--- src/sv/iat_pkg.sv ---
// Types and constants of the interleave address translator.
package iat_pkg;

    localparam int unsigned FieldW   = 52;  // width of address fields on the ports
    localparam int unsigned WordW    = 64;  // internal address arithmetic width
    localparam int unsigned DivW     = 56;  // divide-by-3 operand width
    localparam int unsigned CfgIdxW  = 2;
    localparam int unsigned CfgDataW = 4;

    typedef logic [FieldW-1:0] t_field;
    typedef logic [WordW-1:0]  t_word;

    // register indexes of the config port
    localparam logic [CfgIdxW-1:0] CfgGranularity = 2'd0;
    localparam logic [CfgIdxW-1:0] CfgWays        = 2'd1;

    // ways codes
    localparam logic [3:0] Ways1  = 4'd0;
    localparam logic [3:0] Ways2  = 4'd1;
    localparam logic [3:0] Ways4  = 4'd2;
    localparam logic [3:0] Ways8  = 4'd3;
    localparam logic [3:0] Ways16 = 4'd4;
    localparam logic [3:0] Ways3  = 4'd8;
    localparam logic [3:0] Ways6  = 4'd9;
    localparam logic [3:0] Ways12 = 4'd10;

    typedef struct packed {
        logic [2:0] granularity_code;
        logic [3:0] ways_code;
    } t_cfg;

    typedef struct packed {
        t_field result_address;
        t_field xor_address;
        logic   round_trip_ok;
        logic   error;
    } t_result;

endpackage

--- src/sv/iat_if.sv ---
// Channel interfaces: request, response and config write.
interface iat_req_if;
    import iat_pkg::*;
    logic       valid;
    logic       ready;
    logic       opcode;
    t_field     address;
    logic [3:0] position;
    modport source (output valid, opcode, address, position, input ready);
    modport sink   (input valid, opcode, address, position, output ready);
endinterface

interface iat_rsp_if;
    import iat_pkg::*;
    logic   valid;
    logic   ready;
    t_field result_address;
    t_field xor_address;
    logic   round_trip_ok;
    logic   error;
    modport source (output valid, result_address, xor_address, round_trip_ok, error,
                    input ready);
    modport sink   (input valid, result_address, xor_address, round_trip_ok, error,
                    output ready);
endinterface

interface iat_cfg_if;
    import iat_pkg::*;
    logic                valid;
    logic                ready;
    logic [CfgIdxW-1:0]  index;
    logic [CfgDataW-1:0] data;
    modport source (output valid, index, data, input ready);
    modport sink   (input valid, index, data, output ready);
endinterface

--- src/sv/iat_cfg.sv ---
// Configuration registers: granularity and ways codes.
module iat_cfg (
    input  logic          i_clk,
    input  logic          i_rst_n,
    iat_cfg_if.sink       i_cfg,
    output iat_pkg::t_cfg o_cfg
);
    import iat_pkg::*;

    t_cfg r_cfg;
    logic wr;

    assign i_cfg.ready = i_rst_n;
    assign wr          = i_cfg.valid && i_cfg.ready;
    assign o_cfg       = r_cfg;

    always_ff @(posedge i_clk) begin
        if (!i_rst_n) begin
            r_cfg <= '0;
        end else if (wr) begin
            case (i_cfg.index)
                CfgGranularity: r_cfg.granularity_code <= i_cfg.data[2:0];
                CfgWays:        r_cfg.ways_code        <= i_cfg.data;
                default:        ;  // no register at this index
            endcase
        end
    end

endmodule

--- src/sv/iat_div3.sv ---
// Combinational divide by three of a 56-bit value.
module iat_div3 (
    input  logic [iat_pkg::DivW-1:0] i_dividend,
    output logic [iat_pkg::DivW-1:0] o_quotient
);
    import iat_pkg::*;

    localparam int unsigned HalfW = DivW / 2;
    // (2^HalfW - 1) / 3, so that 2^HalfW = 3*K + 1
    localparam logic [HalfW-1:0] K = HalfW'(((64'd1 << HalfW) - 64'd1) / 64'd3);
    localparam logic [31:0] Magic = 32'hAAAA_AAAB;  // ceil(2^33 / 3)

    logic [HalfW-1:0]   hi, lo;
    logic [HalfW:0]     sum;
    logic [DivW-1:0]    hi_k;
    logic [63:0]        sum_prod;
    logic [HalfW-1:0]   sum_q;

    // x = hi*2^H + lo = 3*hi*K + (hi + lo)  =>  x/3 = hi*K + (hi + lo)/3
    assign hi       = i_dividend[DivW-1:HalfW];
    assign lo       = i_dividend[HalfW-1:0];
    assign sum      = {1'b0, hi} + {1'b0, lo};
    assign hi_k     = DivW'(hi) * DivW'(K);
    assign sum_prod = 64'(32'(sum)) * 64'(Magic);
    assign sum_q    = HalfW'(sum_prod[63:33]);
    assign o_quotient = hi_k + DivW'(sum_q);

endmodule

--- src/sv/iat_xlate.sv ---
// Translation datapath: decode, encode, XOR restore, round-trip check.
module iat_xlate #(
    parameter int unsigned ADDR_BITS = 52
) (
    input  logic               i_opcode,
    input  iat_pkg::t_field    i_address,
    input  logic [3:0]         i_position,
    input  iat_pkg::t_cfg      i_cfg,
    output iat_pkg::t_result   o_result
);
    import iat_pkg::*;

    localparam t_word AddrMask = (ADDR_BITS >= WordW) ? {WordW{1'b1}}
                                 : ((t_word'(1) << ADDR_BITS) - t_word'(1));
    localparam t_word Map0 = 64'h40_4100;
    localparam t_word Map1 = 64'h80_8200;
    localparam t_word Map2 = 64'h101_0400;
    localparam t_word Map3 = 64'h800;
    localparam t_word Map4 = 64'h202_0900;
    localparam t_word Map5 = 64'h404_1200;

    // set the lowest map bit to the parity of the masked address
    function automatic t_word xor_step(input t_word host, input t_word map,
                                       input logic [5:0] lo);
        t_word v;
        v     = host;
        v[lo] = ^(host & map);
        return v;
    endfunction

    function automatic t_word upper(input logic [4:0] lo);
        return AddrMask & ({WordW{1'b1}} << lo);
    endfunction

    logic [2:0]      g;
    logic [3:0]      w;
    logic [3:0]      gran_sh;     // chunk offset bits, 8..15
    logic [1:0]      tri_sh;      // extra power of two for 3/6/12 ways
    logic            is_pow;
    logic            ways_ok, pos_ok;
    logic [4:0]      ways;
    t_word           addr, pos_w, low_mask;
    t_word           enc_upper, enc_low, host_pow, host_tri, host;
    t_word           x1, x2, x3, x4, y1, y2, xr;
    t_word           dec_in, dec_low, dev_pow, up_tri, dev_tri, dec;
    logic [4:0]      tri_total;
    logic [DivW-1:0] quot;

    assign g        = i_cfg.granularity_code;
    assign w        = i_cfg.ways_code;
    assign gran_sh  = {1'b0, g} + 4'd8;
    assign tri_sh   = w[1:0];
    assign is_pow   = (w <= Ways16);
    assign ways_ok  = is_pow || (w >= Ways3 && w <= Ways12);
    assign ways     = is_pow ? (5'd1 << w[2:0]) : (5'd3 << tri_sh);
    assign pos_ok   = ({1'b0, i_position} < ways);

    assign addr     = WordW'(i_address) & AddrMask;
    assign pos_w    = WordW'(i_position);
    assign low_mask = (t_word'(1) << gran_sh) - t_word'(1);

    // encode: device offset + position -> host offset
    assign enc_low   = addr & low_mask;
    assign enc_upper = addr & upper(5'(gran_sh));
    assign host_pow  = (enc_upper << w[2:0]) | (pos_w << gran_sh);
    always_comb begin
        t_word up, up3;
        up       = enc_upper >> gran_sh;
        up3      = up + (up << 1);
        host_tri = ((up3 << tri_sh) + pos_w) << gran_sh;
    end
    assign host = ((is_pow ? host_pow : host_tri) + enc_low) & AddrMask;

    // XOR position restore
    assign x1 = xor_step(host, Map0, 6'd8);
    assign x2 = xor_step(x1,   Map1, 6'd9);
    assign x3 = xor_step(x2,   Map2, 6'd10);
    assign x4 = xor_step(x3,   Map3, 6'd11);
    assign y1 = xor_step(host, Map4, 6'd8);
    assign y2 = xor_step(y1,   Map5, 6'd9);

    always_comb begin
        case (w)
            Ways2:   xr = x1;
            Ways4:   xr = x2;
            Ways8:   xr = x3;
            Ways16:  xr = x4;
            Ways6:   xr = y1;
            Ways12:  xr = y2;
            default: xr = host;
        endcase
    end

    // decode: shared by the decode request and the encode round trip
    assign dec_in    = i_opcode ? host : addr;
    assign dec_low   = dec_in & low_mask;
    assign dev_pow   = (dec_in & upper(5'(gran_sh) + 5'(w[2:0]))) >> w[2:0];
    assign tri_total = 5'(g) + 5'(w);
    assign up_tri    = (dec_in & upper(tri_total)) >> tri_total;

    iat_div3 u_div3 (
        .i_dividend (DivW'(up_tri)),
        .o_quotient (quot)
    );

    assign dev_tri = WordW'(quot) << gran_sh;
    assign dec     = ((is_pow ? dev_pow : dev_tri) + dec_low) & AddrMask;

    always_comb begin
        o_result = '0;
        if (!ways_ok || (i_opcode && !pos_ok)) begin
            o_result.error = 1'b1;
        end else if (!i_opcode) begin
            o_result.result_address = FieldW'(dec);
            o_result.round_trip_ok  = 1'b1;
        end else begin
            o_result.result_address = FieldW'(host);
            o_result.xor_address    = FieldW'(xr & AddrMask);
            o_result.round_trip_ok  = (dec == addr);
        end
    end

endmodule

--- src/sv/interleave_address_translator.sv ---
// Interleave address translator top level: request register, datapath, result register.
//
// Channels: i_req carries one item (opcode, address, position); o_rsp returns
// exactly one result item per request, in order. i_cfg writes the granularity
// code (index 0) and the ways code (index 1); other indexes are ignored.
// Config must be written only while no request is in flight; the block does not check.
// Path: an accepted request is registered in the request stage, translated by the
// combinational datapath and captured in the result register, which drives o_rsp.
// Throughput: one item per cycle while o_rsp is not stalled, set by the single datapath
// pass between the request and result registers (divide by three included).
// Stall: if a valid result sees o_rsp.ready low it holds; one more item still
// enters the request register, then i_req.ready drops until the result leaves.
// Reset (synchronous, active low): both stages empty, config codes zero,
// i_req.ready and i_cfg.ready low while reset is held.
module interleave_address_translator #(
    parameter int unsigned ADDR_BITS = 52   // 40..64, internal address width
) (
    input  logic      i_clk,
    input  logic      i_rst_n,
    iat_req_if.sink   i_req,
    iat_rsp_if.source o_rsp,
    iat_cfg_if.sink   i_cfg
);
    import iat_pkg::*;

    t_cfg       cfg;
    t_result    xlate_res;

    // request stage
    logic       r_s1_valid;
    logic       r_s1_opcode;
    t_field     r_s1_address;
    logic [3:0] r_s1_position;

    // result stage
    logic       r_out_valid;
    t_result    r_out;

    logic       accept;
    logic       out_free;
    logic       n_s1_valid;

    iat_cfg u_cfg (
        .i_clk   (i_clk),
        .i_rst_n (i_rst_n),
        .i_cfg   (i_cfg),
        .o_cfg   (cfg)
    );

    iat_xlate #(
        .ADDR_BITS (ADDR_BITS)
    ) u_xlate (
        .i_opcode   (r_s1_opcode),
        .i_address  (r_s1_address),
        .i_position (r_s1_position),
        .i_cfg      (cfg),
        .o_result   (xlate_res)
    );

    // result register can take a new item when empty or being drained
    assign out_free    = !r_out_valid || o_rsp.ready;
    // request stage moves on whenever out_free, so it only blocks when full and stuck
    assign i_req.ready = i_rst_n && (!r_s1_valid || out_free);
    assign accept      = i_req.valid && i_req.ready;
    assign n_s1_valid  = accept || (r_s1_valid && !out_free);

    always_ff @(posedge i_clk) begin
        if (!i_rst_n) begin
            r_s1_valid  <= 1'b0;
            r_out_valid <= 1'b0;
        end else begin
            r_s1_valid <= n_s1_valid;
            if (out_free) begin
                r_out_valid <= r_s1_valid;
            end
        end
    end

    // payload registers, no reset
    always_ff @(posedge i_clk) begin
        if (accept) begin
            r_s1_opcode   <= i_req.opcode;
            r_s1_address  <= i_req.address;
            r_s1_position <= i_req.position;
        end
        if (out_free && r_s1_valid) begin
            r_out <= xlate_res;
        end
    end

    assign o_rsp.valid          = r_out_valid;
    assign o_rsp.result_address = r_out.result_address;
    assign o_rsp.xor_address    = r_out.xor_address;
    assign o_rsp.round_trip_ok  = r_out.round_trip_ok;
    assign o_rsp.error          = r_out.error;

endmodule

--- src/flat_wrapper.sv ---
// flat-port wrapper written by rule: the top's interface ports become plain ports
module interleave_address_translator_flat import iat_pkg::*;
#(
    parameter int unsigned ADDR_BITS = 52                                    
)
  (i_clk, i_rst_n, i_req_valid, i_req_opcode, i_req_address, i_req_position, i_req_ready, o_rsp_valid, o_rsp_result_address, o_rsp_xor_address, o_rsp_round_trip_ok, o_rsp_error, o_rsp_ready, i_cfg_valid, i_cfg_index, i_cfg_data, i_cfg_ready);
  iat_req_if i_req_i ();
  iat_rsp_if o_rsp_i ();
  iat_cfg_if i_cfg_i ();
  input  logic i_clk;
  input  logic i_rst_n;
  input wire logic [$bits(i_req_i.valid)-1:0] i_req_valid;
  input wire logic [$bits(i_req_i.opcode)-1:0] i_req_opcode;
  input wire logic [$bits(i_req_i.address)-1:0] i_req_address;
  input wire logic [$bits(i_req_i.position)-1:0] i_req_position;
  output wire logic [$bits(i_req_i.ready)-1:0] i_req_ready;
  output wire logic [$bits(o_rsp_i.valid)-1:0] o_rsp_valid;
  output wire logic [$bits(o_rsp_i.result_address)-1:0] o_rsp_result_address;
  output wire logic [$bits(o_rsp_i.xor_address)-1:0] o_rsp_xor_address;
  output wire logic [$bits(o_rsp_i.round_trip_ok)-1:0] o_rsp_round_trip_ok;
  output wire logic [$bits(o_rsp_i.error)-1:0] o_rsp_error;
  input wire logic [$bits(o_rsp_i.ready)-1:0] o_rsp_ready;
  input wire logic [$bits(i_cfg_i.valid)-1:0] i_cfg_valid;
  input wire logic [$bits(i_cfg_i.index)-1:0] i_cfg_index;
  input wire logic [$bits(i_cfg_i.data)-1:0] i_cfg_data;
  output wire logic [$bits(i_cfg_i.ready)-1:0] i_cfg_ready;
  assign i_req_i.valid = i_req_valid;
  assign i_req_i.opcode = i_req_opcode;
  assign i_req_i.address = i_req_address;
  assign i_req_i.position = i_req_position;
  assign i_req_ready = i_req_i.ready;
  assign o_rsp_valid = o_rsp_i.valid;
  assign o_rsp_result_address = o_rsp_i.result_address;
  assign o_rsp_xor_address = o_rsp_i.xor_address;
  assign o_rsp_round_trip_ok = o_rsp_i.round_trip_ok;
  assign o_rsp_error = o_rsp_i.error;
  assign o_rsp_i.ready = o_rsp_ready;
  assign i_cfg_i.valid = i_cfg_valid;
  assign i_cfg_i.index = i_cfg_index;
  assign i_cfg_i.data = i_cfg_data;
  assign i_cfg_ready = i_cfg_i.ready;
  interleave_address_translator #(.ADDR_BITS(ADDR_BITS)) u_core (.i_clk(i_clk), .i_rst_n(i_rst_n), .i_req(i_req_i), .o_rsp(o_rsp_i), .i_cfg(i_cfg_i));
endmodule
--- config.mk ---
export PLATFORM = sky130hd
export DESIGN_NAME = interleave_address_translator_flat
export DESIGN_NICKNAME = d
export VERILOG_FILES = /design/src/sv/iat_pkg.sv /design/src/sv/iat_if.sv /design/src/sv/iat_cfg.sv /design/src/sv/iat_div3.sv /design/src/sv/iat_xlate.sv /design/src/sv/interleave_address_translator.sv /design/src/flat_wrapper.sv
export SDC_FILE = /design/constraint.sdc
export NUM_CORES = 2
export LEC_CHECK = 0
export ABC_AREA = 1
export BUFFER_PORTS_ARGS = -buffer_cell sky130_fd_sc_hd__buf_4
export CAP_MARGIN = 15
export CORE_AREA = 5 5 310 312
export CTS_BUF_LIST = sky130_fd_sc_hd__clkbuf_16
export DETAILED_ROUTE_END_ITERATION = 16
export DIE_AREA = 0 0 315 317
export PLACE_DENSITY = 0.73
export SYNTH_ARGS = -nofsm -noshare
export SYNTH_HDL_FRONTEND = slang
export SYNTH_SLANG_ARGS = --single-unit
--- constraint.sdc ---
create_clock -name i_clk -period 28.7 [get_ports i_clk]
set_input_delay 2.87 -clock i_clk [delete_from_list [all_inputs] [get_ports i_clk]]
set_output_delay 2.87 -clock i_clk [all_outputs]
set_load 0.03 [all_outputs]
## Word level (Yosys, flattened, before mapping)

Index checks and enable logic that the tools add are counted.

- Bits in registers: 172
- Output and inout bits: 109

- Add/subtract/negate cells: 10
- $mul: 2
- Magnitude comparators: 4
- Eq/ne operators: 8
- Shift-type cells: 14
- Multiplexer cells: 8
- Bitwise operators: 7
- Reduce and logical (&&, ||, !) cells: 27

Operators by type and width:

| cell | number |
|---|---|
| 64-bit parity | 6 |
| 52-bit bitwise AND | 5 |
| 52-bit 2-to-1 mux | 4 |
| 64-bit by 5-bit left shift with 52-bit output (first input constant) | 2 |
| 52-bit adder | 2 |
| 12-bit one-hot mux with 6 select lines | 1 |
| 64-bit by 4-bit adder with 64-bit output | 1 |
| 64-bit adder | 1 |
| 64-bit by 2-bit left shift with 64-bit output | 1 |
| 64-bit by 4-bit left shift with 52-bit output | 1 |
| 64-bit by 4-bit left shift with 52-bit output (first input constant) | 1 |
| 52-bit by 4-bit >> shifter with 64-bit output | 1 |
| 29-bit by 32-bit multiplier with 61-bit output (second input constant) | 1 |
| 55-bit by 28-bit adder with 56-bit output | 1 |
| 56-bit by 4-bit left shift with 52-bit output | 1 |
| 52-bit by 5-bit >> shifter with 56-bit output | 1 |
| 28-bit by 27-bit multiplier with 55-bit output (second input constant) | 1 |
| 52-bit equality test | 1 |
| 52-bit bitwise OR | 1 |
| 1-bit by 4-bit left shift with 52-bit output (first input constant) | 1 |
| 4-bit by 4-bit left shift with 52-bit output | 1 |
| 52-bit by 3-bit left shift with 52-bit output | 1 |
| 52-bit by 3-bit >> shifter with 52-bit output | 1 |
| 52-bit by 1-bit subtractor with 52-bit output (second input constant) | 1 |
| other kinds (24) | 42 |

## Longest topological paths before layout

- Word-level depth: 21
- Depth in mapped cells: 167
- Mapped depth without buffers: 166

## Hierarchy

Synthesis repeated with hierarchy kept, for this count alone.

- Cells, all modules: 9,151
- Area total of the unflattened synthesis: 60,172.7 um2

By module, submodules not included:

| module | times used | cells each | area each (um2) |
|---|---|---|---|
| iat_div3 | 1 | 3,918 | 29,351.9 |
| iat_xlate | 1 | 5,005 | 25,469.4 |
| interleave_address_translator | 1 | 177 | 4,993.5 |
| iat_cfg | 1 | 51 | 357.8 |

## Least setup slack after synthesis

Ideal clock, no wire load.

- Path type: register -> register
- Start: register u_core.u_cfg.r_cfg (netlist bit u_core.u_cfg.o_cfg[4])
- End: register u_core.r_out (netlist bit u_core.o_rsp.round_trip_ok), data pin
- Setup time: 0.264 ns
- Arrival: 23.976 ns
- Data required time: 28.436 ns
- Slack: 4.459 ns
- Cell stages (with the launch flop): 143
- Cell sequence: dfxtp_1 -> buf_2 -> buf_1 -> clkbuf_1 -> clkbuf_1 -> o21ai_0 -> o221ai_1 -> o21ai_0 -> ha_1 -> fa_1 -> nor2_1 -> nor2_1 -> inv_1 -> o21ai_0 -> nand2_1 -> o21ai_0 -> ha_1 -> inv_1 -> [107 not listed] -> o21ai_0 -> o21ai_0 -> a21oi_1 -> ha_1 -> nand2_1 -> nor2_1 -> nand2_1 -> o31ai_1 -> nand2_1 -> nand2_1 -> inv_1 -> o21ai_0 -> xor2_1 -> xor2_1 -> nand4_1 -> nor2_1 -> nand3_1 -> nand2_1

- Cells in the longest elaborated chain, start to end: 21
- Elaborated cells on any way between the ends: 35

Ends and longest elaborated chain:

| item | RTL line | RTL |
|---|---|---|
| from (decl) | iat_cfg.sv:10 | `t_cfg r_cfg;` |
| 3-bit by 4-bit adder with 4-bit output | iat_xlate.sv:51 | `assign gran_sh = {1'b0, g} + 4'd8;` |
| 64-bit by 4-bit left shift with 52-bit output | iat_xlate.sv:32 | `return AddrMask & ({WordW{1'b1}} << lo);` |
| 52-bit bitwise AND | iat_xlate.sv:64 | `assign enc_upper = addr & upper(5'(gran_sh));` |
| 52-bit by 4-bit >> shifter with 64-bit output | iat_xlate.sv:68 | `up = enc_upper >> gran_sh;` |
| 64-bit adder | iat_xlate.sv:69 | `up3 = up + (up << 1);` |
| 64-bit by 2-bit left shift with 64-bit output | iat_xlate.sv:70 | `host_tri = ((up3 << tri_sh) + pos_w) << gran_sh;` |
| 64-bit by 4-bit adder with 64-bit output | iat_xlate.sv:70 |  |
| 64-bit by 4-bit left shift with 52-bit output | iat_xlate.sv:70 |  |
| [5 not listed] | -- |  |
| 28-bit by 28-bit adder with 29-bit output | iat_div3.sv:22 | `assign sum = {1'b0, hi} + {1'b0, lo};` |
| 29-bit by 32-bit multiplier with 61-bit output | iat_div3.sv:24 | `assign sum_prod = 64'(32'(sum)) * 64'(Magic);` |
| 55-bit by 28-bit adder with 56-bit output | iat_div3.sv:26 | `assign o_quotient = hi_k + DivW'(sum_q);` |
| 56-bit by 4-bit left shift with 52-bit output | iat_xlate.sv:106 | `assign dev_tri = WordW'(quot) << gran_sh;` |
| 52-bit 2-to-1 mux | iat_xlate.sv:107 | `assign dec = ((is_pow ? dev_pow : dev_tri) + dec_low) & AddrMask;` |
| 52-bit adder (*) | iat_xlate.sv:107 |  |
| 52-bit equality test (*) | iat_xlate.sv:119 | `o_result.round_trip_ok = (dec == addr);` |
| 1-bit 2-to-1 mux (*) | iat_xlate.sv:113 | `end else if (!i_opcode) begin` |
| to (signal assigned) | interleave_address_translator.sv:87 | `r_out <= xlate_res;` |
| to (decl) | interleave_address_translator.sv:37 | `t_result r_out;` |

Every way passes the cells marked *; elsewhere a longest branch is shown, timed or not.
A chain may end at the register's enable or synchronous reset.

## Worst setup path in the final report

- Start: register u_core.u_cfg.r_cfg (netlist bit u_core.u_cfg.o_cfg[5])
- End: register u_core.r_out (netlist bit u_core.o_rsp.round_trip_ok), data pin

Same word-level chain as after synthesis.

==> impl_metrics.json <==
{
  "status": "finished clean",
  "vias": 52600,
  "synth-seq-cells": 172,
  "ant_nets": 0,
  "period_needed_ns": 27.20,
  "floorplan.die.width_um": 315,
  "drt_pass1_iterations": 8,
  "setup.worst_path.start_class": "register",
  "cpMaxStageDelayCell": "o21ai_0",
  "critical_path_required_ns": 28.93,
  "synth_cells": 7386,
  "gp_congestion": 1.10,
  "track_usage_pct": 40.8,
  "seq_area_frac_synth_pct": 9.85,
  "root_buffer": "clkbuf_16",
  "crit_fanout": 11,
  "portBuffers": 176,
  "grt_pass1_wl_mm": 309,
  "cts.path.max_buffers": 2,
  "hold_ws_ns": 0.546,
  "htreeDepth": 4,
  "hp-class": "reg -> reg",
  "layout_common_cells": "nand2_1 (1654), inv_1 (1255), ha_1 (647)",
  "via_per_inst": 5.95,
  "layout.nets": 8763,
  "ys.flop_type": "edfxtp_1",
  "final_cells": 8840,
  "setup_violations": 0,
  "endpoint_kind": "register",
  "chipHeight_um": 317,
  "drv_slew": 0,
  "core_um2": 92800,
  "synth_edf_count": 163,
  "worst_pin_slew_ns": 1.34,
  "rr_startpoint": "u_core.u_cfg.o_cfg[5]",
  "fin_worst_skew_ns": 0.0260,
  "rows": 112,
  "hold_viol": 0,
  "grt_pass1_vias": 51200,
  "io_pins": 177,
  "place_inst": 8800,
  "die_area_um2": 99900,
  "cts_sinks": 172,
  "crit_start": "u_core.u_cfg.o_cfg[5]",
  "overflow": 0,
  "antenna_found_initial": 3,
  "finalSetupTns_ns": 0,
  "drv_cap": 0,
  "drive_gt1_share_pct": 8.41,
  "clk_latency_ns": 0.49,
  "n_fill_cell": 8934,
  "yosysWarnings": 0,
  "grt_start_max_net_pins": 103,
  "post_synth_num_cell_types": 63,
  "fmax_ghz": 0.0368,
  "syn_to_final_growth_pct": 8.44,
  "start_util_pct": 55.6,
  "cts_made_buffers": 17,
  "final_common_cell": "nand2_1",
  "min_from": "u_core.r_s1_valid",
  "drc_errors": 0,
  "max_stage_delay_ns": 0.71,
  "cts_tree": "built",
  "critical_path_class": "reg -> reg",
  "yosysTopAreaCellShare_pct": 18.4,
  "max_slew_margin_pct": 9.44,
  "fin_crit_sh_pct": 94.8,
  "drt_iter0_drc": 5793,
  "clkSlewWorstSetupHoldPaths_ns": 0.09,
  "crit_path_frequent_cell": "nand2_1",
  "synthTopCellsByArea": "fa_1 (18%), ha_1 (16%), nand2_1 (12%), edfxtp_1 (9.5%), inv_1 (9.2%)",
  "synth_top_area_cell": "fa_1",
  "synth_area_um2": 51500,
  "wl_per_cell_um": 23.6,
  "synthArstFlopShare_pct": 0,
  "wl_mm": 209,
  "cp.arrival_ns": 27.43,
  "avgSynthCellArea_um2": 6.98,
  "hpwl_mm": 177
}
[timing repair]
item                                    CTS  global route
endpoints found under the hold margin     0             0
setup buffers                             0             5
resized for setup                         0            62
endpoints found under the setup margin    0            26
hold buffers                              0             0
[cells by family (layout without fill, tap and decap cells)]
kind of cell / Yosys count / after routing / share of synthesized area, %
compound gates: 1358 / 1358 / 14.8
xor+xnor: 233 / 233 / 3.96
fa+ha+maj: 1123 / 1123 / 34.2
buf+inv: 1536 / 1674 / 11.3
flops: 172 / 172 / 9.85
mux: 103 / 103 / 2.00
other cells: 1 / 63 / 0.00728
simple gates: 2860 / 2860 / 23.9
[worst paths after layout]
path	to	slack (ns)	depth (start not counted)
max	u_core.o_rsp.round_trip_ok	1.50	135
min	u_core.o_rsp.valid	0.55	2
max reg2reg	u_core.o_rsp.round_trip_ok	1.50	135
min reg2reg	u_core.o_rsp.valid	0.55	2
[Yosys cell counts, types with 38 or more instances]
cell      count
nand2_1    1659
inv_1      1259
ha_1        649
o21ai_0     647
nand3_1     507
fa_1        474
nor2_1      412
a21oi_1     360
edfxtp_1    163
clkbuf_1    156
xor2_1      145
mux2i_1     103
xnor2_1      88
buf_1        64
nand2_2      59
o22ai_1      58
o221ai_1     47
nand4_1      45
nand3_2      38
or2_2        38
[cell type report]
class | instances | area, µm² | share of cell area, %
Sequential cell | 172 | 5090 | 9.11
Clock inverter | 15 | 189 | 0.338
Clock buffer | 17 | 425 | 0.761
Tap cell | 1254 | 1570 | 2.81
Inverter | 1292 | 4850 | 8.69
Antenna cell | 1 | 2.50 | 0.00448
Timing Repair Buffer | 350 | 2660 | 4.76
Multi-Input combinational cell | 5739 | 41100 | 73.5
[routing by layer]
metal	wire (µm)	GRT usage (%)
met5	20	0
met4	19600	30.1
met3	17200	7.42
met2	94300	66.6
met1	77600	48.4
[metrics by stage]
step	setup slack (ns)	cell area (µm²)	util (%)
floorplan	4.46	51800	-
global placement	0.907	55000	59.3
detailed placement	0.323	55000	59.3
CTS	0.205	55600	60.0
global route	-0.0437	55900	60.2
finish	1.50	55900	60.2
[critical path, delay by kind of cell (launching register included)]
| family | cells | cell delay, ns |
|---|---|---|
| compound gates | 41 | 10.18 |
| xor+xnor | 6 | 1.28 |
| fa+ha+maj | 20 | 8.18 |
| buf+inv | 20 | 1.84 |
| flops | 1 | 0.47 |
| simple gates | 48 | 4.88 |
[registers in the layout, indices dropped and copies added (netlist names)]
| register | cells |
|---|---|
| u_core.o_rsp.error | 1 |
| u_core.o_rsp.result_address | 52 |
| u_core.o_rsp.round_trip_ok | 1 |
| u_core.o_rsp.valid | 1 |
| u_core.o_rsp.xor_address | 52 |
| u_core.r_s1_address | 52 |
| u_core.r_s1_opcode | 1 |
| u_core.r_s1_position | 4 |
| u_core.r_s1_valid | 1 |
| u_core.u_cfg.o_cfg | 7 |
Power is left out: the tool's default activity adds up to more than one toggle a clock period on the data nets, which glitch-free logic cannot reach.
